File: src/rtl/rgb_fixed_point_fader_macros.svh
// Assertion macros shared by the fader RTL.
// Expects clk and arst_n in the scope of the module that uses them.
`ifndef RGB_FIXED_POINT_FADER_MACROS_SVH
`define RGB_FIXED_POINT_FADER_MACROS_SVH

// Check a property on every rising edge while out of reset.
`define FDR_ASSERT(lbl, prop, msg) \
	lbl: assert property (@(posedge clk) disable iff (!arst_n) prop) else $error(msg);

// Check that a condition holds in the cycle after a trigger.
`define FDR_ASSERT_NEXT(lbl, trig, cond, msg) \
	lbl: assert property (@(posedge clk) disable iff (!arst_n) trig |=> cond) else $error(msg);

`endif

File: src/rtl/fdr_pkg.sv
// Shared types and constants for the RGB fixed-point fader.
// No dependencies; used by every module of the block.
`timescale 1ns / 1ps

package fdr_pkg;

	localparam int NumChan  = 3;
	localparam int FracBits = 7;
	localparam int LevelW   = 16;
	localparam int ValW     = 8;
	// (value << 7) minus a signed 16-bit level fits in 18 bits signed; DiffW allows 18
	localparam int DiffW    = 18;
	// magnitude of that difference fits in 17 bits
	localparam int MagW     = 17;
	localparam int ChW      = 2;

	typedef enum logic [1:0] {
		KIND_SET,
		KIND_FADE,
		KIND_TICK,
		KIND_STOP
	} kind_t;

	typedef logic signed [LevelW-1:0] level_t;

	typedef struct packed {
		kind_t           kind;
		logic [ValW-1:0] red_level;
		logic [ValW-1:0] green_level;
		logic [ValW-1:0] blue_level;
		logic [ValW-1:0] fade_steps;
	} in_item_t;

	typedef struct packed {
		logic [ValW-1:0]    red_out;
		logic [ValW-1:0]    green_out;
		logic [ValW-1:0]    blue_out;
		logic [NumChan-1:0] write_mask;
	} out_item_t;

	// Control from the sequencer to the channel register file
	typedef struct packed {
		logic           load;
		logic           clear;
		logic           wr_step;
		logic           tick;
		logic [ChW-1:0] ch;
	} regs_ctrl_t;

endpackage

File: src/rtl/rgb_fixed_point_fader.sv
// RGB fader top: sequencer, shared serial divider and channel registers.
// A fade runs the one divider three times, once per channel: start, the quotient bit steps, done.
// One item at a time; the next can be taken the cycle after the result is loaded into the
// output register, and that load waits until any earlier result has been taken.
// Reset clears all levels, steps and the output valid.
`timescale 1ns / 1ps
`include "rgb_fixed_point_fader_macros.svh"

module rgb_fixed_point_fader import fdr_pkg::*; (
	input  logic      clk,
	input  logic      arst_n,
	input  logic      in_valid,
	output logic      in_ready,
	input  in_item_t  in_item,
	output logic      out_valid,
	input  logic      out_ready,
	output out_item_t out_item
);

	typedef enum logic [2:0] {
		S_IDLE,
		S_DIV_START,
		S_DIV_WAIT,
		S_TICK,
		S_FINISH
	} state_t;

	state_t             state_q;
	in_item_t           item_q;
	logic [ChW-1:0]     ch_q;
	logic [NumChan-1:0] mask_q;
	out_item_t          out_item_q;
	logic               out_valid_q;

	regs_ctrl_t         ctrl;
	logic [ValW-1:0]    load_val [NumChan];
	level_t             level [NumChan];
	logic [NumChan-1:0] step_nz;

	logic               accept;
	logic               finish;
	logic               div_start;
	logic               div_busy;
	logic               div_done;
	level_t             div_quot;
	logic [ValW-1:0]    val_sel;
	level_t             lvl_sel;
	logic [DiffW-1:0]   diff;
	logic [DiffW-1:0]   mag;
	logic [ValW-1:0]    divisor;

	assign accept    = in_valid && in_ready;
	assign in_ready  = (state_q == S_IDLE);
	assign finish    = (state_q == S_FINISH) && (!out_valid_q || out_ready);
	assign div_start = (state_q == S_DIV_START);

	// Drive the register file
	always_comb begin
		load_val[0]  = in_item.red_level;
		load_val[1]  = in_item.green_level;
		load_val[2]  = in_item.blue_level;
		ctrl.load    = accept && (in_item.kind == KIND_SET);
		ctrl.clear   = accept && (in_item.kind == KIND_STOP);
		ctrl.wr_step = (state_q == S_DIV_WAIT) && div_done;
		ctrl.tick    = (state_q == S_TICK);
		ctrl.ch      = ch_q;
	end

	// Pick the channel under division and form target minus level
	always_comb begin
		unique case (ch_q)
			2'd0: begin
				val_sel = item_q.red_level;
				lvl_sel = level[0];
			end
			2'd1: begin
				val_sel = item_q.green_level;
				lvl_sel = level[1];
			end
			default: begin
				val_sel = item_q.blue_level;
				lvl_sel = level[2];
			end
		endcase
		diff = {{(DiffW-ValW-FracBits){1'b0}}, val_sel, {FracBits{1'b0}}}
			- {{(DiffW-LevelW){lvl_sel[LevelW-1]}}, lvl_sel};
		mag = diff[DiffW-1] ? (~diff + 1'b1) : diff;
		divisor = (item_q.fade_steps == '0) ? ValW'(1) : item_q.fade_steps;
	end

	fdr_div u_div (
		.clk      (clk),
		.arst_n   (arst_n),
		.start    (div_start),
		.dividend (mag[MagW-1:0]),
		.divisor  (divisor),
		.neg      (diff[DiffW-1]),
		.busy     (div_busy),
		.done     (div_done),
		.quot     (div_quot)
	);

	fdr_regs u_regs (
		.clk      (clk),
		.arst_n   (arst_n),
		.ctrl     (ctrl),
		.load_val (load_val),
		.step_in  (div_quot),
		.level    (level),
		.step_nz  (step_nz)
	);

	// Sequence the item and hold the result register
	always_ff @(posedge clk or negedge arst_n) begin
		if (!arst_n) begin
			state_q     <= S_IDLE;
			ch_q        <= '0;
			mask_q      <= '0;
			out_valid_q <= 1'b0;
		end else begin
			if (finish) begin
				out_valid_q <= 1'b1;
			end else if (out_ready) begin
				out_valid_q <= 1'b0;
			end
			unique case (state_q)
				S_IDLE: begin
					if (accept) begin
						ch_q <= '0;
						unique case (in_item.kind)
							KIND_SET: begin
								mask_q  <= '1;
								state_q <= S_FINISH;
							end
							KIND_FADE: state_q <= S_DIV_START;
							KIND_TICK: state_q <= S_TICK;
							default: begin
								mask_q  <= '0;
								state_q <= S_FINISH;
							end
						endcase
					end
				end
				S_DIV_START: state_q <= S_DIV_WAIT;
				S_DIV_WAIT: begin
					if (div_done) begin
						if (ch_q == ChW'(NumChan - 1)) begin
							state_q <= S_TICK;
						end else begin
							ch_q    <= ch_q + 1'b1;
							state_q <= S_DIV_START;
						end
					end
				end
				S_TICK: begin
					mask_q  <= step_nz;
					state_q <= S_FINISH;
				end
				S_FINISH: begin
					if (finish) begin
						state_q <= S_IDLE;
					end
				end
				default: state_q <= S_IDLE;
			endcase
		end
	end

	// Latch the incoming item and the result payload
	always_ff @(posedge clk) begin
		if (accept) begin
			item_q <= in_item;
		end
		if (finish) begin
			out_item_q.red_out    <= level[0][FracBits+ValW-1:FracBits];
			out_item_q.green_out  <= level[1][FracBits+ValW-1:FracBits];
			out_item_q.blue_out   <= level[2][FracBits+ValW-1:FracBits];
			out_item_q.write_mask <= mask_q;
		end
	end

	assign out_valid = out_valid_q;
	assign out_item  = out_item_q;

	`FDR_ASSERT(a_ready_div_idle, in_ready |-> !div_busy, "ready while divider busy")
	`FDR_ASSERT_NEXT(a_accept_blocks, accept, !in_ready, "ready right after an accepted item")
	`FDR_ASSERT(a_done_in_wait, div_done |-> state_q == S_DIV_WAIT, "divider done outside wait")

endmodule

File: src/rtl/fdr_div.sv
// Serial restoring divider: 17-bit magnitude by 8-bit divisor, one bit per cycle.
// Applies the sign at the end and wraps the quotient to 16 bits. Uses fdr_pkg.
`timescale 1ns / 1ps
`include "rgb_fixed_point_fader_macros.svh"

module fdr_div import fdr_pkg::*; (
	input  logic             clk,
	input  logic             arst_n,
	input  logic             start,
	input  logic [MagW-1:0]  dividend,
	input  logic [ValW-1:0]  divisor,
	input  logic             neg,
	output logic             busy,
	output logic             done,
	output level_t           quot
);

	localparam int CntW = $clog2(MagW + 1);

	logic [ValW-1:0] rem_q;
	logic [MagW-1:0] dq_q;
	logic [ValW-1:0] div_q;
	logic [CntW-1:0] cnt_q;
	logic            neg_q;
	logic            busy_q;
	logic            done_q;

	logic [ValW:0]   shifted;
	logic [ValW:0]   trial;
	logic            ge;
	logic [LevelW-1:0] qlo;

	// Shift in the next dividend bit and try a subtract
	always_comb begin
		shifted = {rem_q, dq_q[MagW-1]};
		ge      = shifted >= {1'b0, div_q};
		trial   = shifted - {1'b0, div_q};
	end

	// Sequence the bit steps
	always_ff @(posedge clk or negedge arst_n) begin
		if (!arst_n) begin
			busy_q <= 1'b0;
			done_q <= 1'b0;
			cnt_q  <= '0;
		end else begin
			done_q <= 1'b0;
			if (start) begin
				busy_q <= 1'b1;
				cnt_q  <= CntW'(MagW);
			end else if (busy_q) begin
				cnt_q <= cnt_q - 1'b1;
				if (cnt_q == CntW'(1)) begin
					busy_q <= 1'b0;
					done_q <= 1'b1;
				end
			end
		end
	end

	// Hold operands, advance remainder and quotient
	always_ff @(posedge clk) begin
		if (start) begin
			rem_q <= '0;
			dq_q  <= dividend;
			div_q <= divisor;
			neg_q <= neg;
		end else if (busy_q) begin
			rem_q <= ge ? trial[ValW-1:0] : shifted[ValW-1:0];
			dq_q  <= {dq_q[MagW-2:0], ge};
		end
	end

	// Apply the sign; dropping the top bit wraps to 16 bits
	assign qlo  = dq_q[LevelW-1:0];
	assign quot = neg_q ? level_t'(~qlo + 1'b1) : level_t'(qlo);
	assign busy = busy_q;
	assign done = done_q;

	`FDR_ASSERT_NEXT(a_start_busy, start, busy_q, "divider not busy after start")
	`FDR_ASSERT(a_start_idle, start |-> !busy_q, "divider started while busy")

endmodule

File: src/rtl/fdr_regs.sv
// Per-channel level and step registers with the tick adders.
// Driven by the sequencer through regs_ctrl_t. Uses fdr_pkg.
`timescale 1ns / 1ps

module fdr_regs import fdr_pkg::*; (
	input  logic               clk,
	input  logic               arst_n,
	input  regs_ctrl_t         ctrl,
	input  logic [ValW-1:0]    load_val [NumChan],
	input  level_t             step_in,
	output level_t             level [NumChan],
	output logic [NumChan-1:0] step_nz
);

	level_t level_q [NumChan];
	level_t step_q  [NumChan];

	// Flag channels with a live step
	always_comb begin
		for (int i = 0; i < NumChan; i++) begin
			step_nz[i] = |step_q[i];
			level[i]   = level_q[i];
		end
	end

	// Load, clear, write steps and advance levels
	always_ff @(posedge clk or negedge arst_n) begin
		if (!arst_n) begin
			for (int i = 0; i < NumChan; i++) begin
				level_q[i] <= '0;
				step_q[i]  <= '0;
			end
		end else begin
			for (int i = 0; i < NumChan; i++) begin
				if (ctrl.load) begin
					level_q[i] <= level_t'({1'b0, load_val[i], {FracBits{1'b0}}});
				end else if (ctrl.tick && step_nz[i]) begin
					level_q[i] <= level_q[i] + step_q[i];
				end
				if (ctrl.load || ctrl.clear) begin
					step_q[i] <= '0;
				end else if (ctrl.wr_step && ctrl.ch == ChW'(i)) begin
					step_q[i] <= step_in;
				end
			end
		end
	end

endmodule

File: config.mk
export PLATFORM = sky130hd
export DESIGN_NAME = rgb_fixed_point_fader
export DESIGN_NICKNAME = d
export VERILOG_FILES = /design/src/rtl/fdr_pkg.sv /design/src/rtl/rgb_fixed_point_fader.sv /design/src/rtl/fdr_div.sv /design/src/rtl/fdr_regs.sv
export VERILOG_INCLUDE_DIRS = /design/src /design/src/rtl
export SDC_FILE = /design/constraint.sdc
export NUM_CORES = 1
export LEC_CHECK = 0
export BUFFER_PORTS_ARGS = -buffer_cell sky130_fd_sc_hd__buf_2
export CAP_MARGIN = 20
export CORE_MARGIN = 5
export CORE_UTILIZATION = 60
export CTS_BUF_LIST = sky130_fd_sc_hd__clkbuf_8 sky130_fd_sc_hd__clkbuf_16
export DETAILED_ROUTE_END_ITERATION = 7
export HOLD_SLACK_MARGIN = 0.03
export PLACE_DENSITY = 0.79
export SYNTH_ARGS = -nofsm -noshare
export SYNTH_HDL_FRONTEND = slang
export SYNTH_SLANG_ARGS = --single-unit
File: constraint.sdc
create_clock -name clk -period 5.3 [get_ports clk]
set_input_delay 1.06 -clock clk [delete_from_list [all_inputs] [get_ports clk]]
set_output_delay 1.06 -clock clk [all_outputs]
set_load 0.05 [all_outputs]
==> results_dict.tcl <==
set metrics [dict create \
    first_pass_iters 5 \
    clk_latency_ns 0.51 \
    ys_warn_count 0 \
    die_h_um 151 \
    wl_per_cell_um 20.2 \
    cts.sinks 205 \
    path_class "flip-flop to flip-flop" \
    drc_errors 0 \
    avgSynthCellArea_um2 9.90 \
    finalSetupViolCount 0 \
    ir_worst_vdd_mv 0.328 \
    wl_um 30900 \
    grt_pass1_vias 8967 \
    tns_ns 0 \
    h-tree-depth 1 \
    fmax_mhz 221 \
    portBuffers 66 \
    slowest_stage "ha_1" \
    async_reset_ff_frac 0.546 \
    grtUsageTotal 0.273 \
    cts_inserted_buffers 23 \
    dp.cells 1483 \
    core_um2 19500 \
    grt_pass1_wl_um 48800 \
    synth_cells 1197 \
    ys_seq_area_frac 0.465 \
    mostFrequentLayoutCell "dfrtp_1" \
    final-instance-count-excl-fill 1527 \
    nFillCells 1472 \
    max_stage_delay_ns 0.50 \
    end_kind "flip-flop" \
    drtIter0Drc 963 \
    fin_util 0.677 \
    initial_core_util 0.609 \
    yosys_register_bits 205 \
    ctsLongestPathBuffers 3 \
    cts_hold_buf 0 \
    dpl.hpwl_um 22400 \
    multi_input_area_um2 5890 \
    fin_skew_ns 0.0139 \
    ys_types 71 \
    area_delta_synth_final_pct 11.2 \
    crit_chain "inv_1 > ha_1 > nor2_4 > a21oi_2 > ha_1 > inv_1 > a211o_4 > nor2_4 > a2111oi_4 > nor3_1 > o21a_1 > or2_1 > inv_2 > o31ai_1 > xor2_1 > o21ai_0" \
    die_area_um2 22700 \
    status "complete, no violations" \
    layout_common_cells "dfrtp_1 (112), o21ai_0 (104), nand2_1 (99), edfxtp_1 (85), nor2_1 (82)" \
    clkTransAtPathRegs_ns 0.06 \
    gp_congestion 0.955 \
    synth_area_um2 11800 \
    hold_viol 0 \
    synth_top_area_share 0.237 \
    crit_path_start_kind "flip-flop" \
    fin_crit_ns 4.53 \
    synth_fp_nets 1311 \
    drive_gt1_frac 0.110 \
    num_antenna_cells 0 \
    antenna_found_initial 0 \
    overflow 0 \
    slew_headroom 0.314 \
    power_leakage_nw 5.73 \
    grt_max_degree 48 \
    cap_viol_max_count 0 \
    final_nets 1359 \
    max_slew.worst_pin.slew_ns 1.03 \
    period_share 0.855 \
    io_pins 67 \
    viasPerCell 6.29 \
    tritoncts "done" \
    drv_slew 0 \
    rows 51 \
    cts_setup_buffers 0 \
    dieWidth_um 151 \
    routed-via-count 9598 \
    power.density_nw_per_um2 718 \
    required_ns 5.55 \
    hold_class "flip-flop to flip-flop" \
    critical_path.max_fanout 29 \
    cts-root-buf "clkbuf_16" \
    ys_dominant_reg_cell "dfrtp_1" \
    cts_resized 0 \
    seq_area_um2 5520 \
    ant_nets 0 \
    critPathArrivalTime_ns 4.78 \
    synth_top_cell_by_area "dfrtp_1" \
    rsz0062_at_grt "no" \
    ys_top_cells_by_area "dfrtp_1 (24%), edfxtp_1 (22%), ha_1 (7.6%)" \
    synth_edf_count 85 \
]
Yosys cell counts (4+ instances only):
library cell,instances
and3_1,10
a22oi_1,24
a2111oi_0,6
nand4_1,9
edfxtp_1,85
inv_1,53
o21bai_1,4
mux2_2,5
a22o_1,37
buf_1,5
a211oi_1,18
dfrtp_1,112
a21boi_0,6
nor4_1,16
nor3_1,31
a21oi_1,78
dfxtp_1,8
or3_1,12
nand3_1,35
nand2b_1,9
nand2_1,99
o21ai_1,5
ha_1,72
xnor2_1,45
xor2_1,35
nor2b_1,11
o21ai_0,104
a31oi_1,12
a21o_1,22
mux2i_1,10
and4_1,5
and2_1,10
clkbuf_1,48
o21a_1,5
nor2_1,83
fa_1,4
o31ai_1,14
power by group:
group,switching (W),internal [W]
Combinational,0.00306,0.00197
Clock,0.000639,0.000931
Sequential,0.000564,0.00230
registers in the layout, summed over array words and instances (netlist names):
register	flops
u_div.neg_q	1
u_div.cnt_q	5
u_div.dq_q	17
u_div.busy	1
mask_q	3
item_q	32
ch_q	2
state_q	3
u_div.div_q	8
u_regs.level	48
u_div.rem_q	8
out_item	27
u_regs.step_q	48
out_valid	1
u_div.done	1
critical path: cells and delay by family, from the launching register on:
family,cells,cell delay [ns]
and+or+nand+nor,4,1.18
DFF,1,0.40
AOI/OAI and AO/OA,6,1.36
xor gates and xnor gates,1,0.17
buffers and inverters,3,0.37
adders and majority gates,2,0.77
per-layer routing:
layer,global-route usage,vias to the layer above,part of all wire
met3,0.0343,79,0.084
met2,0.428,453,0.45
met1,0.391,4579,0.43
met4,0.106,0,0.039
li1,-,4487,-
met5,0,-,0
final cells by class:
class	instances	area share
repair buffers	82	0.0368
well taps	265	0.0252
clock inverters	17	0.0102
inverters	55	0.0157
multi-input cells	878	0.447
flip-flops and latches	205	0.419
clock buffers	25	0.0466
per-stage QoR:
stage                     total power [W]  hold slack (ns)  instance area, um2  setup slack [ns]
after global placement            0.00761            0.432               12400              1.08
final                             0.00945            0.447               13200             0.769
after global routing               0.0101            0.458               13200             0.398
after CTS                         0.00938            0.448               13100             0.840
after detailed placement          0.00777            0.437               12400             0.861
after floorplan                   0.00656            0.426               11800             0.402
cell families after synthesis:
group	Yosys count	synth area share
DFF	205	0.465
and+or+nand+nor	343	0.141
AOI/OAI and AO/OA	364	0.200
xor gates and xnor gates	80	0.0591
buffers and inverters	114	0.0383
muxes	15	0.0132
adders and majority gates	76	0.0828
worst paths after layout:
kind                            from  depth (start not counted)  slack, ns                to
setup / recovery             ch_q[0]                         16       0.77    u_div.dq_q[10]
hold reg to reg            item_q[6]                          0       0.45    u_div.div_q[6]
setup reg to reg             ch_q[0]                         16       0.77    u_div.dq_q[10]
min in group asynchronous     arst_n                          1       0.55  u_regs.level[44]
max in group asynchronous     arst_n                          2       3.71   u_regs.level[6]
hold / removal             item_q[6]                          0       0.45    u_div.div_q[6]
Note: power is estimated with default switching activity, not from simulation.
